--- config.mk ---
export PLATFORM = sky130hd
export DESIGN_NAME = keypad_code_entry_controller
export DESIGN_NICKNAME = d
export VERILOG_FILES = /design/src/sv/kce_pkg.sv /design/src/sv/keypad_code_entry_controller.sv /design/src/sv/kce_parse.sv
export SDC_FILE = /design/constraint.sdc
export NUM_CORES = 1
export LEC_CHECK = 0
export BUFFER_PORTS_ARGS = -buffer_cell sky130_fd_sc_hd__buf_2
export CAP_MARGIN = 10
export CORE_MARGIN = 2
export CORE_UTILIZATION = 62
export CTS_CLUSTER_SIZE = 12
export DETAILED_ROUTE_END_ITERATION = 7
export PLACE_DENSITY = 0.84
export SETUP_SLACK_MARGIN = 0.4
export SYNTH_ARGS = -nofsm -noshare
export SYNTH_HDL_FRONTEND = slang
export SYNTH_SLANG_ARGS = --single-unit
--- constraint.sdc ---
create_clock -name i_clk -period 10.1 [get_ports i_clk]
set_input_delay 1.515 -clock i_clk [delete_from_list [all_inputs] [get_ports i_clk]]
set_output_delay 1.515 -clock i_clk [all_outputs]
set_load 0.02 [all_outputs]
--- src/sv/kce_pkg.sv ---
// kce_pkg: shared types, codes and constants for the keypad code entry controller
// no dependencies; used by kce_parse and keypad_code_entry_controller
package kce_pkg;

    localparam int MAX_DIGITS  = 9;
    localparam int CODE_DIGITS = 6;
    localparam int MIN_LENGTH  = CODE_DIGITS + 1;

    localparam int LEN_W  = $clog2(MAX_DIGITS + 1);
    localparam int IDX_W  = $clog2(MAX_DIGITS);
    localparam int ID_W   = 10;
    localparam int CODE_W = 20;
    localparam int SEQ_W  = 32;
    localparam int TICK_W = 16;
    localparam int CFG_IDX_W = 2;

    localparam logic [TICK_W-1:0] IDLE_TIMEOUT_RESET   = 16'd10000;
    localparam logic [TICK_W-1:0] VERIFY_TIMEOUT_RESET = 16'd2000;
    localparam logic [TICK_W-1:0] TICK_MAX             = '1;

    // operation codes
    localparam logic [1:0] OP_KEY     = 2'd0;
    localparam logic [1:0] OP_TICK    = 2'd1;
    localparam logic [1:0] OP_VERDICT = 2'd2;

    // key codes
    localparam logic [3:0] KEY_DIGIT_MAX = 4'd9;
    localparam logic [3:0] KEY_A         = 4'd10;
    localparam logic [3:0] KEY_STAR      = 4'd14;
    localparam logic [3:0] KEY_HASH      = 4'd15;

    // sound codes
    localparam logic [2:0] SND_NONE   = 3'd0;
    localparam logic [2:0] SND_SHORT  = 3'd1;
    localparam logic [2:0] SND_MEDIUM = 3'd2;
    localparam logic [2:0] SND_FAIL   = 3'd3;
    localparam logic [2:0] SND_OPEN   = 3'd4;
    localparam logic [2:0] SND_BELL   = 3'd5;

    // configuration register indexes
    localparam logic [CFG_IDX_W-1:0] REG_IDLE_TIMEOUT   = 2'd0;
    localparam logic [CFG_IDX_W-1:0] REG_VERIFY_TIMEOUT = 2'd1;

    typedef logic [MAX_DIGITS-1:0][3:0] t_digits;

    typedef struct packed {
        logic [1:0]       operation;
        logic [3:0]       key_code;
        logic [SEQ_W-1:0] verdict_seq;
        logic             verdict_granted;
    } t_in;

    typedef struct packed {
        logic [2:0]        sound;
        logic              latch_pulse;
        logic              request_valid;
        logic [ID_W-1:0]   req_id;
        logic [CODE_W-1:0] req_code;
        logic [SEQ_W-1:0]  req_seq;
    } t_out;

    // constant decimal weights
    function automatic logic [63:0] pow10(input int n);
        logic [63:0] p;
        p = 64'd1;
        for (int k = 0; k < 19; k++) begin
            if (k < n) begin
                p = p * 64'd10;
            end
        end
        return p;
    endfunction

endpackage

--- src/sv/keypad_code_entry_controller.sv ---
// keypad_code_entry_controller: key entry, idle/verify timeouts, verify requests
// input is registered, then processed into the output register behind o_out_valid, which holds until i_out_ready
// throughput: one item per cycle while the output is accepted; input ready depends combinationally on output ready
// reset (synchronous, active low): entry, counters, wait flag and sequence cleared,
// timeouts back to 10000 and 2000 ticks; digit store is not cleared
// depends on kce_pkg and kce_parse
module keypad_code_entry_controller (
    input  logic                            i_clk,
    input  logic                            i_rst_n,
    input  logic                            i_in_valid,
    output logic                            o_in_ready,
    input  kce_pkg::t_in                    i_in,
    output logic                            o_out_valid,
    input  logic                            i_out_ready,
    output kce_pkg::t_out                   o_out,
    input  logic                            i_cfg_valid,
    output logic                            o_cfg_ready,
    input  logic [kce_pkg::CFG_IDX_W-1:0]   i_cfg_index,
    input  logic [kce_pkg::TICK_W-1:0]      i_cfg_data
);

    logic                          r_in_vld;
    kce_pkg::t_in                  r_in;
    logic                          r_out_vld;
    kce_pkg::t_out                 r_out;
    logic [kce_pkg::TICK_W-1:0]    r_idle_to;
    logic [kce_pkg::TICK_W-1:0]    r_verify_to;
    kce_pkg::t_digits              r_digit;
    logic [kce_pkg::LEN_W-1:0]     r_len;
    logic [kce_pkg::TICK_W-1:0]    r_idle_cnt;
    logic                          r_await;
    logic [kce_pkg::TICK_W-1:0]    r_wait_cnt;
    logic [kce_pkg::SEQ_W-1:0]     r_seq;

    logic [kce_pkg::LEN_W-1:0]     n_len;
    logic [kce_pkg::TICK_W-1:0]    n_idle_cnt;
    logic                          n_await;
    logic [kce_pkg::TICK_W-1:0]    n_wait_cnt;
    logic [kce_pkg::SEQ_W-1:0]     n_seq;
    kce_pkg::t_out                 n_out;
    logic                          digit_wr;

    logic                          proceed;
    logic [kce_pkg::ID_W-1:0]      parsed_id;
    logic [kce_pkg::CODE_W-1:0]    parsed_code;
    logic [kce_pkg::TICK_W-1:0]    idle_inc;
    logic [kce_pkg::TICK_W-1:0]    wait_inc;
    logic [kce_pkg::SEQ_W-1:0]     seq_inc;

    assign proceed     = r_in_vld && (!r_out_vld || i_out_ready);
    assign o_in_ready  = !r_in_vld || proceed;
    assign o_out_valid = r_out_vld;
    assign o_out       = r_out;
    assign o_cfg_ready = 1'b1;

    kce_parse u_parse (
        .i_digits (r_digit),
        .i_length (r_len),
        .o_id     (parsed_id),
        .o_code   (parsed_code)
    );

    assign idle_inc = (r_idle_cnt < kce_pkg::TICK_MAX) ? r_idle_cnt + 1'b1 : r_idle_cnt;
    assign wait_inc = (r_wait_cnt < kce_pkg::TICK_MAX) ? r_wait_cnt + 1'b1 : r_wait_cnt;
    // sequence numbers skip zero on wrap
    assign seq_inc  = (r_seq + 1'b1 == '0) ? kce_pkg::SEQ_W'(1) : r_seq + 1'b1;

    always_comb begin
        n_len      = r_len;
        n_idle_cnt = r_idle_cnt;
        n_await    = r_await;
        n_wait_cnt = r_wait_cnt;
        n_seq      = r_seq;
        n_out      = '0;
        digit_wr   = 1'b0;
        case (r_in.operation)
            kce_pkg::OP_KEY: begin
                if (!r_await) begin
                    if (r_in.key_code inside {[4'd0:kce_pkg::KEY_DIGIT_MAX]}) begin
                        if (r_len < kce_pkg::LEN_W'(kce_pkg::MAX_DIGITS)) begin
                            digit_wr    = 1'b1;
                            n_len       = r_len + 1'b1;
                            n_out.sound = kce_pkg::SND_SHORT;
                        end else begin
                            n_out.sound = kce_pkg::SND_MEDIUM;
                        end
                        n_idle_cnt = '0;
                    end else if (r_in.key_code == kce_pkg::KEY_A) begin
                        n_out.sound = kce_pkg::SND_BELL;
                    end else if (r_in.key_code == kce_pkg::KEY_STAR) begin
                        n_len       = '0;
                        n_out.sound = kce_pkg::SND_SHORT;
                    end else if (r_in.key_code == kce_pkg::KEY_HASH) begin
                        n_len = '0;
                        if (r_len < kce_pkg::LEN_W'(kce_pkg::MIN_LENGTH)
                            || r_len > kce_pkg::LEN_W'(kce_pkg::MAX_DIGITS)) begin
                            n_out.sound = kce_pkg::SND_FAIL;
                        end else begin
                            n_seq               = seq_inc;
                            n_out.request_valid = 1'b1;
                            n_out.req_id        = parsed_id;
                            n_out.req_code      = parsed_code;
                            n_out.req_seq       = seq_inc;
                            n_await             = 1'b1;
                            n_wait_cnt          = '0;
                        end
                    end
                end
            end
            kce_pkg::OP_TICK: begin
                if (r_await) begin
                    n_wait_cnt = wait_inc;
                    if (wait_inc >= r_verify_to) begin
                        n_out.sound = kce_pkg::SND_FAIL;
                        n_await     = 1'b0;
                        n_wait_cnt  = '0;
                    end
                end else if (r_len != '0) begin
                    n_idle_cnt = idle_inc;
                    // untouched entry times out silently
                    if (idle_inc >= r_idle_to) begin
                        n_len      = '0;
                        n_idle_cnt = '0;
                    end
                end
            end
            kce_pkg::OP_VERDICT: begin
                if (r_await && r_in.verdict_seq == r_seq) begin
                    if (r_in.verdict_granted) begin
                        n_out.sound       = kce_pkg::SND_OPEN;
                        n_out.latch_pulse = 1'b1;
                    end else begin
                        n_out.sound = kce_pkg::SND_FAIL;
                    end
                    n_await    = 1'b0;
                    n_wait_cnt = '0;
                end
            end
            default: begin
                n_out = '0;
            end
        endcase
    end

    // control and state
    always_ff @(posedge i_clk) begin
        if (!i_rst_n) begin
            r_in_vld    <= 1'b0;
            r_out_vld   <= 1'b0;
            r_idle_to   <= kce_pkg::IDLE_TIMEOUT_RESET;
            r_verify_to <= kce_pkg::VERIFY_TIMEOUT_RESET;
            r_len       <= '0;
            r_idle_cnt  <= '0;
            r_await     <= 1'b0;
            r_wait_cnt  <= '0;
            r_seq       <= '0;
        end else begin
            if (o_in_ready) begin
                r_in_vld <= i_in_valid;
            end
            if (proceed) begin
                r_out_vld  <= 1'b1;
                r_len      <= n_len;
                r_idle_cnt <= n_idle_cnt;
                r_await    <= n_await;
                r_wait_cnt <= n_wait_cnt;
                r_seq      <= n_seq;
            end else if (i_out_ready) begin
                r_out_vld <= 1'b0;
            end
            if (i_cfg_valid) begin
                if (i_cfg_index == kce_pkg::REG_IDLE_TIMEOUT) begin
                    r_idle_to <= i_cfg_data;
                end else if (i_cfg_index == kce_pkg::REG_VERIFY_TIMEOUT) begin
                    r_verify_to <= i_cfg_data;
                end
            end
        end
    end

    // payload registers, no reset
    always_ff @(posedge i_clk) begin
        if (i_in_valid && o_in_ready) begin
            r_in <= i_in;
        end
        if (proceed) begin
            r_out <= n_out;
        end
        if (proceed && digit_wr) begin
            r_digit[r_len[kce_pkg::IDX_W-1:0]] <= r_in.key_code;
        end
    end

endmodule

--- src/sv/kce_parse.sv ---
// kce_parse: splits a stored entry into decimal ID and trailing code
// depends on kce_pkg; pure combinational, results kept modulo field width
module kce_parse (
    input  kce_pkg::t_digits                i_digits,
    input  logic [kce_pkg::LEN_W-1:0]       i_length,
    output logic [kce_pkg::ID_W-1:0]        o_id,
    output logic [kce_pkg::CODE_W-1:0]      o_code
);

    logic [kce_pkg::LEN_W-1:0]  id_len;
    logic [kce_pkg::ID_W-1:0]   id_sum;
    logic [kce_pkg::CODE_W-1:0] code_sum;
    logic [kce_pkg::LEN_W-1:0]  pos;
    logic [3:0]                 dig;
    logic [63:0]                w;

    assign id_len = i_length - kce_pkg::LEN_W'(kce_pkg::CODE_DIGITS);

    always_comb begin
        id_sum   = '0;
        code_sum = '0;
        pos      = '0;
        dig      = '0;
        w        = '0;
        // leading id digits, most significant first
        for (int i = 0; i < kce_pkg::MAX_DIGITS - kce_pkg::CODE_DIGITS; i++) begin
            if (kce_pkg::LEN_W'(i) < id_len) begin
                id_sum = kce_pkg::ID_W'(id_sum * kce_pkg::ID_W'(10))
                       + {{(kce_pkg::ID_W-4){1'b0}}, i_digits[i]};
            end
        end
        // trailing code digits start right after the id
        for (int j = 0; j < kce_pkg::CODE_DIGITS; j++) begin
            pos = id_len + kce_pkg::LEN_W'(j);
            if (pos < kce_pkg::LEN_W'(kce_pkg::MAX_DIGITS)) begin
                dig = i_digits[pos[kce_pkg::IDX_W-1:0]];
            end else begin
                dig = '0;
            end
            w        = kce_pkg::pow10(kce_pkg::CODE_DIGITS - 1 - j);
            code_sum = code_sum
                     + kce_pkg::CODE_W'({{(kce_pkg::CODE_W-4){1'b0}}, dig}
                                        * w[kce_pkg::CODE_W-1:0]);
        end
    end

    assign o_id   = id_sum;
    assign o_code = code_sum;

endmodule
* Word-level counts from Yosys, hierarchy flattened *
Cells that the tools add are included.

cells by class
  muxes and demuxes = 83
  eq/ne operators = 22
  $mul = 7
  $lt $le $gt $ge = 26
  reduce and logical (&&, ||, !) cells = 28
  bitwise logic cells = 8
  add/subtract/negate cells = 17

operators by type and width
  cell                   number
  $mux 16                16
  $bmux 4 s4             6
  $mux 4                 24
  $add 20x20->20         4
  $mux 63                1
  $pmux 16 s3            1
  $bwmux 36              1
  $lt 4x5->1 const B     7
  $add 16x1->16 const B  2
  $add 32x1->32 const B  1
  $eq 32x32->1           1
  $ge 16x16->1           2
  $logic_not 32->1       1
  $lt 16x16->1 const B   2
  $mux 32                1
  $pmux 16 s2            1
  $lt 4x4->1 const B     7
  $ne 2x2->1 const B     12
  $add 10x4->10          2
  $add 20x4->20          1
  $mux 10                2
  $mux 3                 6
  $demux 4 s4            1
  $mux 1                 16
  41 further kinds       73

storage, ports and cells
  input port bits = 62
  output and inout port bits = 70
  flip-flop bits (word level) = 245
  word-level logic and storage cells = 219

* Logic depth before layout (Yosys ltp) *
  depth after elaboration = 12
  depth in mapped cells = 35
  mapped depth without buffers = 32

* By module *
A second synthesis with hierarchy kept.

second synthesis, totals
  cell total of the unflattened synthesis = 1813
  area, all modules = 17710.7 um2

modules (own cells, without submodules)
  module                        instances  area an instance (um2)  cells an instance  seq. area each (um2)
  keypad_code_entry_controller  1          11800.1                 1140               6326.1
  kce_parse                     1          5910.7                  673                0.0

* Worst setup path before layout *
OpenSTA, ideal clock, no wires.

  path kind = register to register
  start point = register r_len[0] (netlist name)
  end point = register r_out (netlist bit o_out[50]) (data pin)
  setup time = 266 ps
  required time = 9834 ps
  arrival time = 7571 ps
  stages on the path, launching flop included = 28
  setup slack = 2263 ps
  period minus slack after synthesis = 7837 ps
  buffers on the path = 6
  cells stage by stage = dfxtp_1 buf_2 buf_2 buf_1 buf_1 inv_1 ha_1 clkbuf_1 buf_1 mux4_2 mux2i_1 o21ai_0 ha_1 ha_1 fa_1 inv_1 fa_1 fa_1 fa_1 inv_1 ha_1 a21o_1 a2111oi_0 nor3_1 a41oi_1 a21oi_1 xnor2_1 nor2_1

between the ends
  cells in the longest elaborated chain, start to end = 11
  elaborated cells on any way between the ends = 44
  those cells by class = add/sub: 11; mul: 5; order compare: 8; mux: 18; reduce/logical: 2

RTL lines
  item                          line                                 source
  start, declared               keypad_code_entry_controller.sv:29   logic [kce_pkg::LEN_W-1:0] r_len;
  start signal, assigned        keypad_code_entry_controller.sv:163  r_len <= n_len;
  $sub 4x3->4                   kce_parse.sv:17                      assign id_len = i_length - kce_pkg::LEN_W'(kce_pkg::CODE_DIGITS);
  $add 4x1->4                   kce_parse.sv:34                      pos = id_len + kce_pkg::LEN_W'(j);
  $bmux 4 s4                    kce_parse.sv:36                      dig = i_digits[pos[kce_pkg::IDX_W-1:0]];
  $mux 4 (not written as such)  kce_parse.sv:36
  $mux 4                        kce_parse.sv:35                      if (pos < kce_pkg::LEN_W'(kce_pkg::MAX_DIGITS)) begin
  $mul 4x10->14                 kce_parse.sv:43                      * w[kce_pkg::CODE_W-1:0]);
  $add 20x20->20 (4 in series)  kce_parse.sv:42                      + kce_pkg::CODE_W'({{(kce_pkg::CODE_W-4){1'b0}}, dig}
  $add 20x4->20                 kce_parse.sv:42
  end signal, assigned          keypad_code_entry_controller.sv:187  r_out <= n_out;
  end, declared                 keypad_code_entry_controller.sv:25   kce_pkg::t_out r_out;

Parallel ways exist; a longest one is shown, timed or not. The select of a mux whose other input is x is not followed.
A chain may end at the register's enable or synchronous reset.

* Final worst setup path *
  start point = register r_len[1] (netlist name)
  end point = register r_out (netlist bit o_out[51]) (data pin)

Same word-level chain as after synthesis.

==> run summary <==
The run finished with clean final reports. The placed instance area came out at 18260 um2. The total number of H-tree levels is 1.

The setup skew after layout is 0.01846 ns. The arrival time at the worst endpoint is 8.95 ns. The overall fraction of global-route tracks in use is 28.25%. The number of warnings reported in the yosys synthesis log came out at 0.

The via count of the first global-routing pass came out at 13220. Timing would allow up to 115.1 MHz. The cell count after synthesis came out at 1794. In the final design database the tool counted 2155 nets. The final global-route overflow total is 0.

Setup repair after global routing left no endpoint under its margin. The DRC violation count after routing is 0. The delay of the slowest critical-path stage came out at 1.02 ns. The category of the worst setup path capture point is a flip-flop.

The number of CTS-inserted buffers is 27. The initial detailed-routing violation count came out at 1298. The maximum fanout along the worst path came out at 25. The tree built by TritonCTS fans out to 245 sinks. The average wire per cell in the routed design is 18.50 um. The library cell appearing most often on the critical path is ha_1. Buffers placed on the I/O ports in this run total 130. By startpoint and endpoint, the worst setup path is classified as reg -> reg. The average vias per placed instance came out at 6.064. The number of diodes is 0. The width of the die is 171.8 um. Synthesis inferred 245 register bits. The pre-antenna-repair detailed-routing pass consisted of 5 iterations. The remaining antenna violation count after routing is 0. The path class of the tightest hold or removal check is reg -> reg. In this run the post-CTS setup repair buffer count came out at 0. Entering global routing, the biggest net connects 61 pins. The die covers 29510 um2. The post-synth design cell area is 17460 um2. The fraction of the cycle the final worst path needs came out at 86.04%. Of all cell types, the one taking the most synthesized area is edfxtp_1. Wires add up to 42190 um.

In this run the power density over the cells is 114.8 nW/um2. The hold-fix buffer count after cts came out at 0. The proportion of synthesized flip-flops having asynchronous set or reset is 0%. At the later pin of the worst-skew pair, clock insertion delay measures 0.54 ns. The placed wire-length estimate after detailed placement is 31210 um. The total I/O pin count came out at 132.

The clock passes through at most 3 buffers. STA classifies the critical path startpoint as a flip-flop. The total nets after synthesis came out at 2067. Among all flip-flop cells after synthesis, the most frequent one is edfxtp_1. From synthesis to final layout, the design area changed by 9.533%.

The library cell used most frequently in the layout, excluding fill and tap cells, is nand2_1. The total of endpoints with negative setup slack in the final report came out at 0. The fraction of post-synthesis cell area in the top cell type by area came out at 24.43%.

The floorplan step set the die height to 171.8 um. The final-report hold violation count came out at 0. The relative max-transition margin came out at 23.53%. The minimum clock period after layout is 8.690 ns.

The CTS root buffer is clkbuf_16. The number of cells upsized or downsized after cts came out at 0. Yosys mapped a number of flops with a built-in enable equal to 142. Max-cap violations in this run came to 0.

The count of pins over their slew limit came out at 0. TritonCTS built the clock tree. The final core utilization is 68.82%. After clock tree synthesis, the clock-pin slew on the worst setup and hold paths is 0.06 ns. In the final layout, the share of cells above drive strength 1 is 12.46%. The distinct cell type count after synthesis is 74.

The worst-case vdd ir drop is 0.1290 mV. The finished layout cell area is 19120 um2. The mean instance size in the synthesized netlist is 9.730 um2. The register area share after synthesis is 36.24%. The initial antenna violation count came out at 1.

By area the synthesized netlist is led by edfxtp_1 (24%), ha_1 (12%), dfxtp_1 (12%). Hold is met by 0.4589 ns. The placeable core region came out at 27780 um2. The leakage power of the design came out at 8.084 nW.

The first global-routing pass estimated 66550 um of wire. In the final timing run, aggregate negative setup slack is 0 ns. Detailed routing inserted a total of 13830 vias. The floorplan has 61 rows. The initial core utilization came out at 62.83%. The library cells used most frequently in the layout, excluding fill and tap cells, are nand2_1 (179), ha_1 (172), nor2_1 (148).

The data required time of the critical path came out at 10.36 ns. The final weighted congestion in routability-driven placement is 0.9503. The transition at the pin with the smallest max-transition slack is 1.147 ns. The cell at the slowest stage of the critical path is dfxtp_1.
[metal layers]
layer,vias to the layer above,global-route usage (%),routed length (um)
met3,115,5.131,3026
met2,565,48.89,20690
met1,6622,36.01,17210
met5,-,0,0
met4,0,8.878,1267
li1,6525,-,-
[power breakdown]
group | leakage [nW] | internal (W) | switching, W | total [W]
Sequential | 2.16 | 0.00108 | 0.0000168 | 0.00110
Combinational | 5.51 | 0.0000549 | 0.0000929 | 0.000148
Clock | 0.414 | 0.000553 | 0.000394 | 0.000947
Total | 8.08 | 0.00169 | 0.000503 | 0.00219
[synth_stat cells (5+ instances only)]
library cell  instances
and2_1               31
o21ai_0              43
or2_2                 5
or3_1                20
buf_2                22
o2bb2ai_1             5
ha_1                172
a22o_1               26
nand3_1              54
a21oi_1             108
a21o_1               25
buf_1                 9
edfxtp_1            142
dfxtp_1             103
nor2b_1              13
xor2_1               63
nor3b_1               6
o21bai_1              7
nor4_1               20
nand2_1             179
xnor2_1             105
and4_1                7
nor3_1               28
mux2_2                5
and3_1               26
o211ai_1             15
fa_1                 39
a31oi_1              16
mux4_2               32
nand4_1              37
inv_1               130
o21a_1                5
buf_4                 9
clkbuf_1             35
nor2_1              148
a211oi_1              8
mux2i_1              22
nand2b_1             12
[critical path, delay by kind of cell, from the launching register on]
family	cells	cell delay, ns
DFF	1	1.02
and+or+nand+nor	9	1.97
xor gates and xnor gates	2	0.61
adders and majority gates	9	3.29
buffers and inverters	6	0.67
AOI/OAI and AO/OA	5	0.70
muxes	1	0.15
[per-stage QoR]
step | cells | power, W | setup WS (ns)
after floorplan | 1794 | 0.001214 | 2.263
after global placement | 2230 | 0.001260 | 1.829
after detailed placement | 2230 | 0.001265 | 1.454
after CTS | 2279 | 0.002200 | 1.470
after global routing | 2280 | 0.002258 | 0.8426
final | 2280 | 0.002194 | 1.410
[sequential cells by signal, indices dropped and copies added, names as in the netlist, 4 cells and up]
signal       flops
r_wait_cnt      16
r_idle_to       16
r_idle_cnt      16
r_len            4
o_out           67
r_seq           32
r_digit         36
r_in            39
r_verify_to     16
[logic make-up (layout without fill, tap and decap cells)]
kind of cell	count (synthesis)	count (layout)	synth area share (%)
mux	59	59	5.713
flops	245	245	36.24
compound gates	287	287	10.53
simple gates	610	610	17.17
xor+xnor	169	169	8.523
buf+inv	212	320	4.996
fa+ha+maj	211	211	16.80
other cells	1	1	0.02148
[area by class of cell]
type | instances | area [um2]
clock inverters | 5 | 33.78
clock buffers | 44 | 820.8
multi-input cells | 1337 | 10260
repair buffers | 136 | 695.7
inverters | 135 | 506.7
flip-flops and latches | 245 | 6327
well taps | 378 | 473.0
fillers | 2093 | 8662
[final timing paths]
check | from | to | slack [ns] | cells past startpoint
max | r_len[1]$_SDFFE_PN0P_ | o_out[51]$_SDFFCE_PP0P_ | 1.41 | 32
min | r_idle_to[6]$_SDFFE_PN0P_ | r_idle_to[6]$_SDFFE_PN0P_ | 0.46 | 2
max reg2reg | r_len[1]$_SDFFE_PN0P_ | o_out[51]$_SDFFCE_PP0P_ | 1.41 | 32
min reg2reg | r_idle_to[6]$_SDFFE_PN0P_ | r_idle_to[6]$_SDFFE_PN0P_ | 0.46 | 2
Power figures use the tool's default switching activity.
